`config.mk`:
```
export PLATFORM = sky130hd
export DESIGN_NAME = byte_and_substring_search_flat
export DESIGN_NICKNAME = d
export VERILOG_FILES = /design/src/bss_pkg.sv /design/src/bss_in_if.sv /design/src/bss_out_if.sv /design/src/byte_and_substring_search.sv /design/src/bss_window.sv /design/src/bss_match.sv /design/src/flat_wrapper.sv
export SDC_FILE = /design/constraint.sdc
export NUM_CORES = 1
export LEC_CHECK = 0
export BUFFER_PORTS_ARGS = -buffer_cell sky130_fd_sc_hd__buf_2
export CORE_MARGIN = 3
export CORE_UTILIZATION = 60
export CTS_CLUSTER_SIZE = 14
export DETAILED_ROUTE_END_ITERATION = 10
export PLACE_DENSITY = 0.79
export SYNTH_ARGS = -nofsm -noshare
export SYNTH_HDL_FRONTEND = slang
export SYNTH_SLANG_ARGS = --single-unit
```
`constraint.sdc`:
```
create_clock -name clk -period 10.1 [get_ports clk]
set_clock_uncertainty 0.1 [all_clocks]
set_input_delay 0.505 -clock clk [delete_from_list [all_inputs] [get_ports clk]]
set_output_delay 0.505 -clock clk [all_outputs]
set_load 0.01 [all_outputs]
```
`src/bss_pkg.sv`:
```
// ----------------------------------------------------------------------------
// bss_pkg: shared types and constants for the byte and substring search
// Holds the search mode codes, register indexes, the configuration record
// and the records passed between the search modules.
// ----------------------------------------------------------------------------
`default_nettype none

package bss_pkg;

  localparam int unsigned CFG_DATA_W   = 64;
  localparam int unsigned CFG_INDEX_W  = 2;
  localparam int unsigned PAT_BYTES    = 16;
  localparam int unsigned PAT_INDEX_W  = 4;
  localparam int unsigned LENGTH_W     = 5;
  localparam int unsigned MODE_W       = 2;
  localparam int unsigned POS_FIELD_W  = 32;

  // Search modes. The unused code falls back to an exact byte compare.
  localparam logic [MODE_W-1:0] MODE_EXACT  = 2'd0;
  localparam logic [MODE_W-1:0] MODE_NOCASE = 2'd1;
  localparam logic [MODE_W-1:0] MODE_SUBSTR = 2'd2;

  // Register indexes on the configuration port.
  localparam logic [CFG_INDEX_W-1:0] REG_SEARCH_MODE   = 2'd0;
  localparam logic [CFG_INDEX_W-1:0] REG_PATTERN_LEN   = 2'd1;
  localparam logic [CFG_INDEX_W-1:0] REG_PATTERN_LOW   = 2'd2;
  localparam logic [CFG_INDEX_W-1:0] REG_PATTERN_HIGH  = 2'd3;

  typedef struct packed {
    logic [MODE_W-1:0]              mode;
    logic [LENGTH_W-1:0]            length;
    logic [PAT_BYTES-1:0][7:0]      pattern;
  } cfg_t;

  typedef struct packed {
    logic                   hit;
    logic [POS_FIELD_W-1:0] position;
  } match_t;

  typedef struct packed {
    logic       step;
    logic       last;
    logic       hit;
    logic [7:0] cur;
  } win_ctl_t;

endpackage

`default_nettype wire

```
`src/bss_in_if.sv`:
```
// ----------------------------------------------------------------------------
// bss_in_if: text byte channel
// Carries one text byte and its end-of-text flag per word.
// ----------------------------------------------------------------------------
`default_nettype none

interface bss_in_if;
  logic       valid;
  logic       ready;
  logic [7:0] text_byte;
  logic       last_byte;

  modport source (output valid, output text_byte, output last_byte, input ready);
  modport sink   (input valid, input text_byte, input last_byte, output ready);
endinterface

`default_nettype wire

```
`src/bss_out_if.sv`:
```
// ----------------------------------------------------------------------------
// bss_out_if: search result channel
// Carries the found flag and the match position per word.
// ----------------------------------------------------------------------------
`default_nettype none

interface bss_out_if;
  logic        valid;
  logic        ready;
  logic        found;
  logic [31:0] match_position;

  modport source (output valid, output found, output match_position, input ready);
  modport sink   (input valid, input found, input match_position, output ready);
endinterface

`default_nettype wire

```
`src/byte_and_substring_search.sv`:
```
// ----------------------------------------------------------------------------
// byte_and_substring_search: first-match byte and substring search
// Streams text bytes and reports the first offset where the pattern occurs.
// ----------------------------------------------------------------------------
// The block takes one text byte per cycle while no byte with a result is held
// for the output register, and gives at most one result word per text: at the
// first match, or at the last byte if nothing matched. A byte is registered on
// acceptance, compared against the pattern by a single pass over the window
// while it sits in that register, and its result is written into the output
// register when the byte moves on. Throughput is one byte per clock; the
// output register lets the next byte in while a result waits, and a byte that
// would produce a result waits only while the output register is still full.
// There is no clearing pass after reset. Search modes: 0 exact byte, 1 ASCII
// case-insensitive byte, 2 substring of up to PATTERN_MAX bytes; mode 3 acts
// as mode 0. Configuration must be written only while no text is in flight.
`default_nettype none

module byte_and_substring_search #(
  parameter int unsigned PATTERN_MAX   = 16,
  parameter int unsigned POSITION_BITS = 32
) (
  input  wire logic                                clk,
  input  wire logic                                rst_n,
  bss_in_if.sink                                   in_chan,
  bss_out_if.source                                out_chan,
  input  wire logic                                cfg_we,
  input  wire logic [bss_pkg::CFG_INDEX_W-1:0]     cfg_index,
  input  wire logic [bss_pkg::CFG_DATA_W-1:0]      cfg_wdata
);

  bss_pkg::cfg_t    cfg_r, cfg_nxt;

  logic             s1_valid_r, s1_valid_nxt;
  logic [7:0]       s1_byte_r;
  logic             s1_last_r;

  logic             out_valid_r, out_valid_nxt;
  logic             out_found_r;
  logic [31:0]      out_pos_r;

  logic [PATTERN_MAX-2:0][7:0]  window;
  logic [POSITION_BITS-1:0]     seen;
  logic                         done;
  bss_pkg::match_t              result;
  bss_pkg::win_ctl_t            win_ctl;

  logic in_acc;
  logic produces;
  logic slot_free;
  logic advance;

  // Configuration registers.
  always_comb begin
    cfg_nxt = cfg_r;
    if (cfg_we) begin
      case (cfg_index)
        bss_pkg::REG_SEARCH_MODE:  cfg_nxt.mode   = cfg_wdata[bss_pkg::MODE_W-1:0];
        bss_pkg::REG_PATTERN_LEN:  cfg_nxt.length = cfg_wdata[bss_pkg::LENGTH_W-1:0];
        bss_pkg::REG_PATTERN_LOW:  cfg_nxt.pattern[7:0]  = cfg_wdata;
        bss_pkg::REG_PATTERN_HIGH: cfg_nxt.pattern[15:8] = cfg_wdata;
        default: cfg_nxt = cfg_r;
      endcase
    end
  end

  always_ff @(posedge clk) begin
    if (!rst_n) begin
      cfg_r.mode    <= bss_pkg::MODE_EXACT;
      cfg_r.length  <= bss_pkg::LENGTH_W'(1);
      cfg_r.pattern <= '0;
    end else begin
      cfg_r <= cfg_nxt;
    end
  end

  // A registered byte moves on unless it has a result and the output
  // register is still holding the previous one.
  assign produces  = result.hit || (s1_last_r && !done);
  assign slot_free = !out_valid_r || out_chan.ready;
  assign advance   = s1_valid_r && (!produces || slot_free);
  assign in_chan.ready = !s1_valid_r || advance;
  assign in_acc    = in_chan.valid && in_chan.ready;

  always_comb begin
    s1_valid_nxt = s1_valid_r;
    if (in_acc) begin
      s1_valid_nxt = 1'b1;
    end else if (advance) begin
      s1_valid_nxt = 1'b0;
    end
  end

  always_ff @(posedge clk) begin
    if (!rst_n) begin
      s1_valid_r <= 1'b0;
    end else begin
      s1_valid_r <= s1_valid_nxt;
    end
  end

  always_ff @(posedge clk) begin
    if (in_acc) begin
      s1_byte_r <= in_chan.text_byte;
      s1_last_r <= in_chan.last_byte;
    end
  end

  assign win_ctl.step = advance;
  assign win_ctl.last = s1_last_r;
  assign win_ctl.hit  = result.hit;
  assign win_ctl.cur  = s1_byte_r;

  bss_window #(
    .PATTERN_MAX   (PATTERN_MAX),
    .POSITION_BITS (POSITION_BITS)
  ) u_window (
    .clk    (clk),
    .rst_n  (rst_n),
    .ctl    (win_ctl),
    .window (window),
    .seen   (seen),
    .done   (done)
  );

  bss_match #(
    .PATTERN_MAX   (PATTERN_MAX),
    .POSITION_BITS (POSITION_BITS)
  ) u_match (
    .cfg    (cfg_r),
    .cur    (s1_byte_r),
    .window (window),
    .seen   (seen),
    .done   (done),
    .result (result)
  );

  // Result register.
  always_comb begin
    out_valid_nxt = out_valid_r;
    if (advance && produces) begin
      out_valid_nxt = 1'b1;
    end else if (out_chan.ready) begin
      out_valid_nxt = 1'b0;
    end
  end

  always_ff @(posedge clk) begin
    if (!rst_n) begin
      out_valid_r <= 1'b0;
    end else begin
      out_valid_r <= out_valid_nxt;
    end
  end

  always_ff @(posedge clk) begin
    if (advance && produces) begin
      out_found_r <= result.hit;
      out_pos_r   <= result.position;
    end
  end

  assign out_chan.valid          = out_valid_r;
  assign out_chan.found          = out_found_r;
  assign out_chan.match_position = out_pos_r;

endmodule

`default_nettype wire

```
`src/bss_window.sv`:
```
// ----------------------------------------------------------------------------
// bss_window: per-text search state
// Keeps the recent byte window, the saturating byte count and the flag that
// a match was already reported, and updates them as each byte is consumed.
// ----------------------------------------------------------------------------
`default_nettype none

module bss_window #(
  parameter int unsigned PATTERN_MAX   = 16,
  parameter int unsigned POSITION_BITS = 32
) (
  input  wire logic                                clk,
  input  wire logic                                rst_n,
  input  wire bss_pkg::win_ctl_t                   ctl,
  output logic [PATTERN_MAX-2:0][7:0]              window,
  output logic [POSITION_BITS-1:0]                 seen,
  output logic                                     done
);

  localparam int unsigned WIN_DEPTH = PATTERN_MAX - 1;

  logic [WIN_DEPTH-1:0][7:0]  recent_r, recent_nxt;
  logic [POSITION_BITS-1:0]   seen_r, seen_nxt;
  logic                       done_r, done_nxt;

  always_comb begin
    recent_nxt = recent_r;
    seen_nxt   = seen_r;
    done_nxt   = done_r;
    if (ctl.step) begin
      if (ctl.last) begin
        recent_nxt = '0;
        seen_nxt   = '0;
        done_nxt   = 1'b0;
      end else if (ctl.hit) begin
        done_nxt = 1'b1;
      end else if (!done_r) begin
        recent_nxt[0] = ctl.cur;
        for (int i = 1; i < WIN_DEPTH; i++) begin
          recent_nxt[i] = recent_r[i-1];
        end
        if (!(&seen_r)) begin
          seen_nxt = seen_r + POSITION_BITS'(1);
        end
      end
    end
  end

  always_ff @(posedge clk) begin
    if (!rst_n) begin
      recent_r <= '0;
      seen_r   <= '0;
      done_r   <= 1'b0;
    end else begin
      recent_r <= recent_nxt;
      seen_r   <= seen_nxt;
      done_r   <= done_nxt;
    end
  end

  assign window = recent_r;
  assign seen   = seen_r;
  assign done   = done_r;

endmodule

`default_nettype wire

```
`src/bss_match.sv`:
```
// ----------------------------------------------------------------------------
// bss_match: pattern compare
// Compares the current byte and the window against the configured pattern
// and works out the match start position.
// ----------------------------------------------------------------------------
`default_nettype none

module bss_match #(
  parameter int unsigned PATTERN_MAX   = 16,
  parameter int unsigned POSITION_BITS = 32
) (
  input  wire bss_pkg::cfg_t                   cfg,
  input  wire logic [7:0]                      cur,
  input  wire logic [PATTERN_MAX-2:0][7:0]     window,
  input  wire logic [POSITION_BITS-1:0]        seen,
  input  wire logic                            done,
  output bss_pkg::match_t                      result
);

  localparam int unsigned IDX_W = $clog2(PATTERN_MAX);
  localparam int unsigned EXT_W = (POSITION_BITS > bss_pkg::POS_FIELD_W) ?
                                  POSITION_BITS : bss_pkg::POS_FIELD_W;
  // Set for a 64-bit count; a saturated count then never counts as enough bytes seen.
  localparam bit COUNT_WRAPS = (POSITION_BITS == 64);

  function automatic logic [7:0] fold_case(input logic [7:0] b);
    if (b >= 8'h41 && b <= 8'h5A) begin
      return b + 8'd32;
    end
    return b;
  endfunction

  logic [PATTERN_MAX-1:0][7:0]  bytes_back;
  logic [IDX_W-1:0]             len_m1;
  logic                         all_eq;
  logic                         enough;
  logic                         hit;
  logic [POSITION_BITS-1:0]     start;
  logic [EXT_W-1:0]             start_ext;
  logic [bss_pkg::POS_FIELD_W-1:0] start_clamped;

  // Index 0 is the current byte, index d is the byte d places back.
  assign bytes_back = {window, cur};

  always_comb begin
    len_m1 = '0;
    if (cfg.mode == bss_pkg::MODE_SUBSTR) begin
      if (cfg.length == '0) begin
        len_m1 = '0;
      end else if (cfg.length > bss_pkg::LENGTH_W'(PATTERN_MAX)) begin
        len_m1 = IDX_W'(PATTERN_MAX - 1);
      end else begin
        len_m1 = IDX_W'(cfg.length - bss_pkg::LENGTH_W'(1));
      end
    end
  end

  always_comb begin
    all_eq = 1'b1;
    for (int d = 0; d < PATTERN_MAX; d++) begin
      if (IDX_W'(d) <= len_m1) begin
        if (bytes_back[d] !=
            cfg.pattern[bss_pkg::PAT_INDEX_W'(len_m1 - IDX_W'(d))]) begin
          all_eq = 1'b0;
        end
      end
    end
  end

  assign enough = (seen >= POSITION_BITS'(len_m1)) && !(COUNT_WRAPS && (&seen));

  always_comb begin
    if (done) begin
      hit = 1'b0;
    end else if (cfg.mode == bss_pkg::MODE_NOCASE) begin
      hit = (fold_case(cur) == fold_case(cfg.pattern[0]));
    end else begin
      hit = enough && all_eq;
    end
  end

  assign start     = (&seen) ? seen : (seen - POSITION_BITS'(len_m1));
  assign start_ext = EXT_W'(start);
  assign start_clamped = (start_ext > EXT_W'(32'hFFFF_FFFF)) ? '1 :
                         start_ext[bss_pkg::POS_FIELD_W-1:0];

  assign result.hit      = hit;
  assign result.position = hit ? start_clamped : '0;

endmodule

`default_nettype wire
```
`src/flat_wrapper.sv`:
```
// flat-port wrapper written by rule: the top's interface ports become plain ports
module byte_and_substring_search_flat 
#(
  parameter int unsigned PATTERN_MAX   = 16,
  parameter int unsigned POSITION_BITS = 32
)
  (clk, rst_n, cfg_we, cfg_index, cfg_wdata, in_chan_valid, in_chan_text_byte, in_chan_last_byte, in_chan_ready, out_chan_valid, out_chan_found, out_chan_match_position, out_chan_ready);
  bss_in_if in_chan_i ();
  bss_out_if out_chan_i ();
  input  wire logic clk;
  input  wire logic rst_n;
  input  wire logic cfg_we;
  input  wire logic [bss_pkg::CFG_INDEX_W-1:0] cfg_index;
  input  wire logic [bss_pkg::CFG_DATA_W-1:0] cfg_wdata;
  input wire logic [$bits(in_chan_i.valid)-1:0] in_chan_valid;
  input wire logic [$bits(in_chan_i.text_byte)-1:0] in_chan_text_byte;
  input wire logic [$bits(in_chan_i.last_byte)-1:0] in_chan_last_byte;
  output wire logic [$bits(in_chan_i.ready)-1:0] in_chan_ready;
  output wire logic [$bits(out_chan_i.valid)-1:0] out_chan_valid;
  output wire logic [$bits(out_chan_i.found)-1:0] out_chan_found;
  output wire logic [$bits(out_chan_i.match_position)-1:0] out_chan_match_position;
  input wire logic [$bits(out_chan_i.ready)-1:0] out_chan_ready;
  assign in_chan_i.valid = in_chan_valid;
  assign in_chan_i.text_byte = in_chan_text_byte;
  assign in_chan_i.last_byte = in_chan_last_byte;
  assign in_chan_ready = in_chan_i.ready;
  assign out_chan_valid = out_chan_i.valid;
  assign out_chan_found = out_chan_i.found;
  assign out_chan_match_position = out_chan_i.match_position;
  assign out_chan_i.ready = out_chan_ready;
  byte_and_substring_search #(.PATTERN_MAX(PATTERN_MAX), .POSITION_BITS(POSITION_BITS)) u_core (.clk(clk), .rst_n(rst_n), .in_chan(in_chan_i), .out_chan(out_chan_i), .cfg_we(cfg_we), .cfg_index(cfg_index), .cfg_wdata(cfg_wdata));
endmodule
```
==> metrics.txt <==
# TYPE chip_impl_metric gauge
chip_impl_info{name="status",value="finished, final reports clean"} 1
chip_impl_metric{name="placed_instances",unit=""} 3268
chip_impl_info{name="cts.root.buffer_cell",value="clkbuf_16"} 1
chip_impl_metric{name="grt.total_usage",unit=""} 0.413
chip_impl_metric{name="synth-edff-count",unit=""} 42
chip_impl_metric{name="netlist_area",unit="mm^2"} 0.0240
chip_impl_metric{name="final_count_of_pins_violating_max_slew",unit=""} 0
chip_impl_metric{name="ys.warnings.count",unit=""} 0
chip_impl_metric{name="totalNegativeSetupSlack",unit="ns"} 0
chip_impl_metric{name="setup_viol",unit=""} 0
chip_impl_metric{name="antenna_found_initial",unit=""} 1
chip_impl_metric{name="clkSinkCount",unit=""} 332
chip_impl_info{name="hold_path.class",value="in2reg"} 1
chip_impl_metric{name="height_of_the_chip",unit="um"} 206
chip_impl_metric{name="count_of_nets_left_with_antenna_violations_after_detail_routing",unit=""} 0
chip_impl_info{name="min_from",value="in_chan_last_byte"} 1
chip_impl_metric{name="n_antenna_cell",unit=""} 0
chip_impl_metric{name="total_length_of_routed_wires",unit="mm"} 90.0
chip_impl_metric{name="vias",unit=""} 23100
chip_impl_metric{name="wire_per_inst",unit="um"} 27.0
chip_impl_metric{name="fmaxAchievable",unit="MHz"} 118
chip_impl_metric{name="number_of_h_tree_levels",unit=""} 2
chip_impl_metric{name="synth-seq-area-share",unit=""} 0.294
chip_impl_metric{name="synthesis.area_per_instance",unit="um^2"} 8.51
chip_impl_info{name="r2r_start",value="u_core.cfg_r[128]$_SDFFE_PN1P_"} 1
chip_impl_metric{name="worst-endpoint-arrival",unit="ns"} 7.88
chip_impl_metric{name="routed_vias_inst",unit=""} 6.94
chip_impl_metric{name="clkTransAtPathRegs",unit="ns"} 0.06
chip_impl_metric{name="layout-drive-gt1-share",unit=""} 0.121
chip_impl_metric{name="final_cell_count_without_fillers",unit=""} 3332
chip_impl_metric{name="syn-num-nets",unit=""} 2919
chip_impl_info{name="synth_area_leader_cell",value="dfxtp_1"} 1
chip_impl_metric{name="critPathRequiredTime",unit="ns"} 9.50
chip_impl_info{name="synthTopCellsByCount",value="nand2_1, dfxtp_1, mux2i_1, a21oi_1, clkbuf_1"} 1
chip_impl_metric{name="pre_cts_slack",unit="ns"} 2.30
chip_impl_metric{name="initial_core_util",unit=""} 0.614
chip_impl_metric{name="design.die.area",unit="mm^2"} 0.0424
chip_impl_metric{name="number_of_register_bits_inferred_by_synthesis",unit=""} 332
chip_impl_metric{name="syn_inst",unit=""} 2821
chip_impl_metric{name="static-leakage-power",unit="uW"} 0.00921
chip_impl_metric{name="worst-path-max-fanout",unit=""} 57
chip_impl_metric{name="post_synth_num_cell_types",unit=""} 89
chip_impl_metric{name="initialDrtViolationCount",unit=""} 3419
chip_impl_metric{name="yosysTopAreaCellShare",unit=""} 0.242
chip_impl_metric{name="drcViolationCount",unit=""} 0
chip_impl_info{name="critPathLaunchType",value="flop"} 1
chip_impl_metric{name="num_rows",unit=""} 72
chip_impl_metric{name="number_of_fill_cells_in_the_layout",unit=""} 3277
chip_impl_metric{name="synth_async_sr_flop_share",unit=""} 0
chip_impl_metric{name="fin_worst_hold_slack",unit="ns"} 0.0144
chip_impl_metric{name="post-dp-hpwl",unit="mm"} 67.4
chip_impl_metric{name="max_cap_viol_count",unit=""} 0
chip_impl_metric{name="worstSkewPairLatency",unit="ns"} 0.57
chip_impl_metric{name="area_delta_synth_final",unit="%"} 7.70
chip_impl_metric{name="power.ir.vdd_worst",unit="uV"} 142
chip_impl_metric{name="floorplan.io_pins",unit=""} 115
chip_impl_metric{name="overflow",unit=""} 0
chip_impl_metric{name="final_net_count",unit=""} 2889
chip_impl_info{name="cp-end-kind",value="primary output"} 1
chip_impl_metric{name="maximum_number_of_pins_on_one_net_before_global_route_repair",unit=""} 138
chip_impl_info{name="synth_flop_type",value="dfxtp_1"} 1
chip_impl_metric{name="maxSlewHeadroom",unit=""} 0.194
chip_impl_info{name="cts_tree",value="done"} 1
chip_impl_info{name="rsz_0062_raised_after_global_routing",value="no"} 1
chip_impl_metric{name="finalWorstSetupSlack",unit="ns"} 1.62
chip_impl_metric{name="cts_setup_buffers",unit=""} 0
chip_impl_metric{name="maximum_clock_path_buffer_count",unit=""} 3
chip_impl_metric{name="place.gp.congestion",unit=""} 1.13
chip_impl_metric{name="grt_pass1_wl",unit="mm"} 133
chip_impl_info{name="criticalPathCategory",value="reg2out"} 1
chip_impl_metric{name="worst_slew_pin_slew",unit="ns"} 1.21
chip_impl_info{name="post_synth_main_area_contributors",value="dfxtp_1, mux2i_1, nand2_1, edfxtp_1, mux4_2"} 1
chip_impl_metric{name="die-width",unit="um"} 206
chip_impl_metric{name="post_layout_min_period",unit="ns"} 8.48
chip_impl_metric{name="numPortBuffers",unit=""} 114
chip_impl_metric{name="cts_inserted_buffers",unit=""} 36
chip_impl_metric{name="core_area",unit="mm^2"} 0.0391
chip_impl_metric{name="grt_pass1_vias",unit=""} 21200
chip_impl_metric{name="power.density_cell_area",unit="mW/mm^2"} 121
chip_impl_metric{name="drtPass1Iterations",unit=""} 6
chip_impl_info{name="timing_startpoint_of_the_critical_path",value="u_core.cfg_r[128]$_SDFFE_PN1P_"} 1
chip_impl_info{name="yosysMostFrequentCell",value="nand2_1"} 1
chip_impl_metric{name="final_min_period_over_clock_period",unit=""} 0.840
chip_impl_metric{name="final-hold-violation-count",unit=""} 0
power by group:
group	switching [uW]	internal (uW)	total, uW
Combinational	271	155	427
Sequential	41.4	1360	1400
Clock	558	751	1310
cell usage in the layout, fill, tap and decap left out, types with 9 or more instances in the layout:
cell,Yosys,routed
and2_1,10,9
nor4_1,20,19
nor3_1,48,48
mux2_2,35,35
and3_1,33,32
a21boi_0,129,129
o21ai_0,39,38
xnor2_1,87,85
a21oi_1,205,205
a2bb2oi_1,9,9
o22ai_1,18,18
edfxtp_1,42,42
or3_1,64,64
nand2b_1,22,22
xor2_1,105,105
a31oi_1,19,19
mux4_2,49,49
a221oi_1,21,21
o21ai_1,12,11
nor3b_1,121,121
dfxtp_1,290,290
nand4_1,29,29
o31ai_1,9,9
o211ai_1,19,19
a221o_1,12,12
o22a_1,13,13
a22o_1,16,16
nor2_1,86,83
nand2_1,366,365
buf_4,12,47
ha_1,18,18
mux2i_1,245,245
o221ai_1,43,43
inv_1,37,37
nand3_1,49,48
clkbuf_16,0,36
nor2b_1,134,134
buf_2,43,113
cell type report:
class	count	area, um^2	area share
inverters	39	149	0.00576
clock buffers	48	996	0.0385
flip-flops and latches	332	7070	0.273
clock inverters	13	155	0.00600
well taps	518	648	0.0251
repair buffers	166	1000	0.0387
multi-input cells	2216	15800	0.613
routing by layer:
metal  vias up  wire length [um]  global-route usage  share of wire
li1      10200                 -                   -              -
met1     11200             34800               0.550           0.39
met2      1398             38200               0.615           0.42
met3       319             11200               0.113           0.12
met4         2              5830               0.212          0.065
met5         -                13                   0        0.00014
registers in the layout (all words and copies together), names as in the netlist:
name and cells:
u_core.cfg_r 135, u_core.s1_valid_r 1, u_core.s1_last_r 1, u_core.out_chan.found 1
u_core.u_window.done 1, u_core.s1_byte_r 8, u_core.u_window.window 120, u_core.out_chan.valid 1
u_core.u_window.seen 32, u_core.out_chan.match_position 32
worst max-delay path, stage by stage, from the launching register on:
cell and delay (ns):
dfxtp_1 0.67, inv_1 0.19, ha_1 0.35, nor4b_4 0.20, nor4_2 0.45, inv_4 0.39
ha_1 0.38, nor2b_1 0.14, a32oi_1 0.38, nand2_1 0.53, nor2_1 0.76, a221o_1 0.31
xor2_1 0.21, nand4_1 0.11, a211oi_1 0.26, nor3b_1 0.31, o221ai_1 0.19, or4_4 0.55
or2_1 0.27, a21oi_1 0.21, and2_1 0.20, inv_1 0.06, buf_2 0.13
through the flow:
stage	util	total power (uW)	instance area, um^2
floorplan	-	1690	24000
global placement	0.631	1830	24700
detailed placement	0.631	1840	24700
CTS	0.661	3130	25800
global route	0.661	3220	25800
finish	0.661	3140	25800
repair_timing:
item	CTS	global route
setup endpoints to repair	0	0
hold endpoints to repair	3	0
gates resized for setup	0	0
hold buffers	3	0
logic make-up (layout without fill, tap and decap cells):
logic type      after synthesis  count (layout)  synth area share
simple gates               1031            1031             0.228
compound gates              644             644             0.184
flops                       332             332             0.294
mux                         330             330             0.165
buf+inv                     273             266            0.0485
xor+xnor                    192             192            0.0701
fa+ha+maj                    19              19           0.00980
final timing paths:
check                                             to  slack [ns]  cells past startpoint
max reg2reg  u_core.u_window.window[24]$_SDFFE_PN0P_        1.99                     22
min                       u_core.s1_last_r$_DFFE_PP_        0.01                      1
max                                    in_chan_ready        1.62                     22
min reg2reg            u_core.cfg_r[61]$_SDFFE_PN0P_        0.40                      2
No activity file was read; power rests on OpenSTA's default activity.
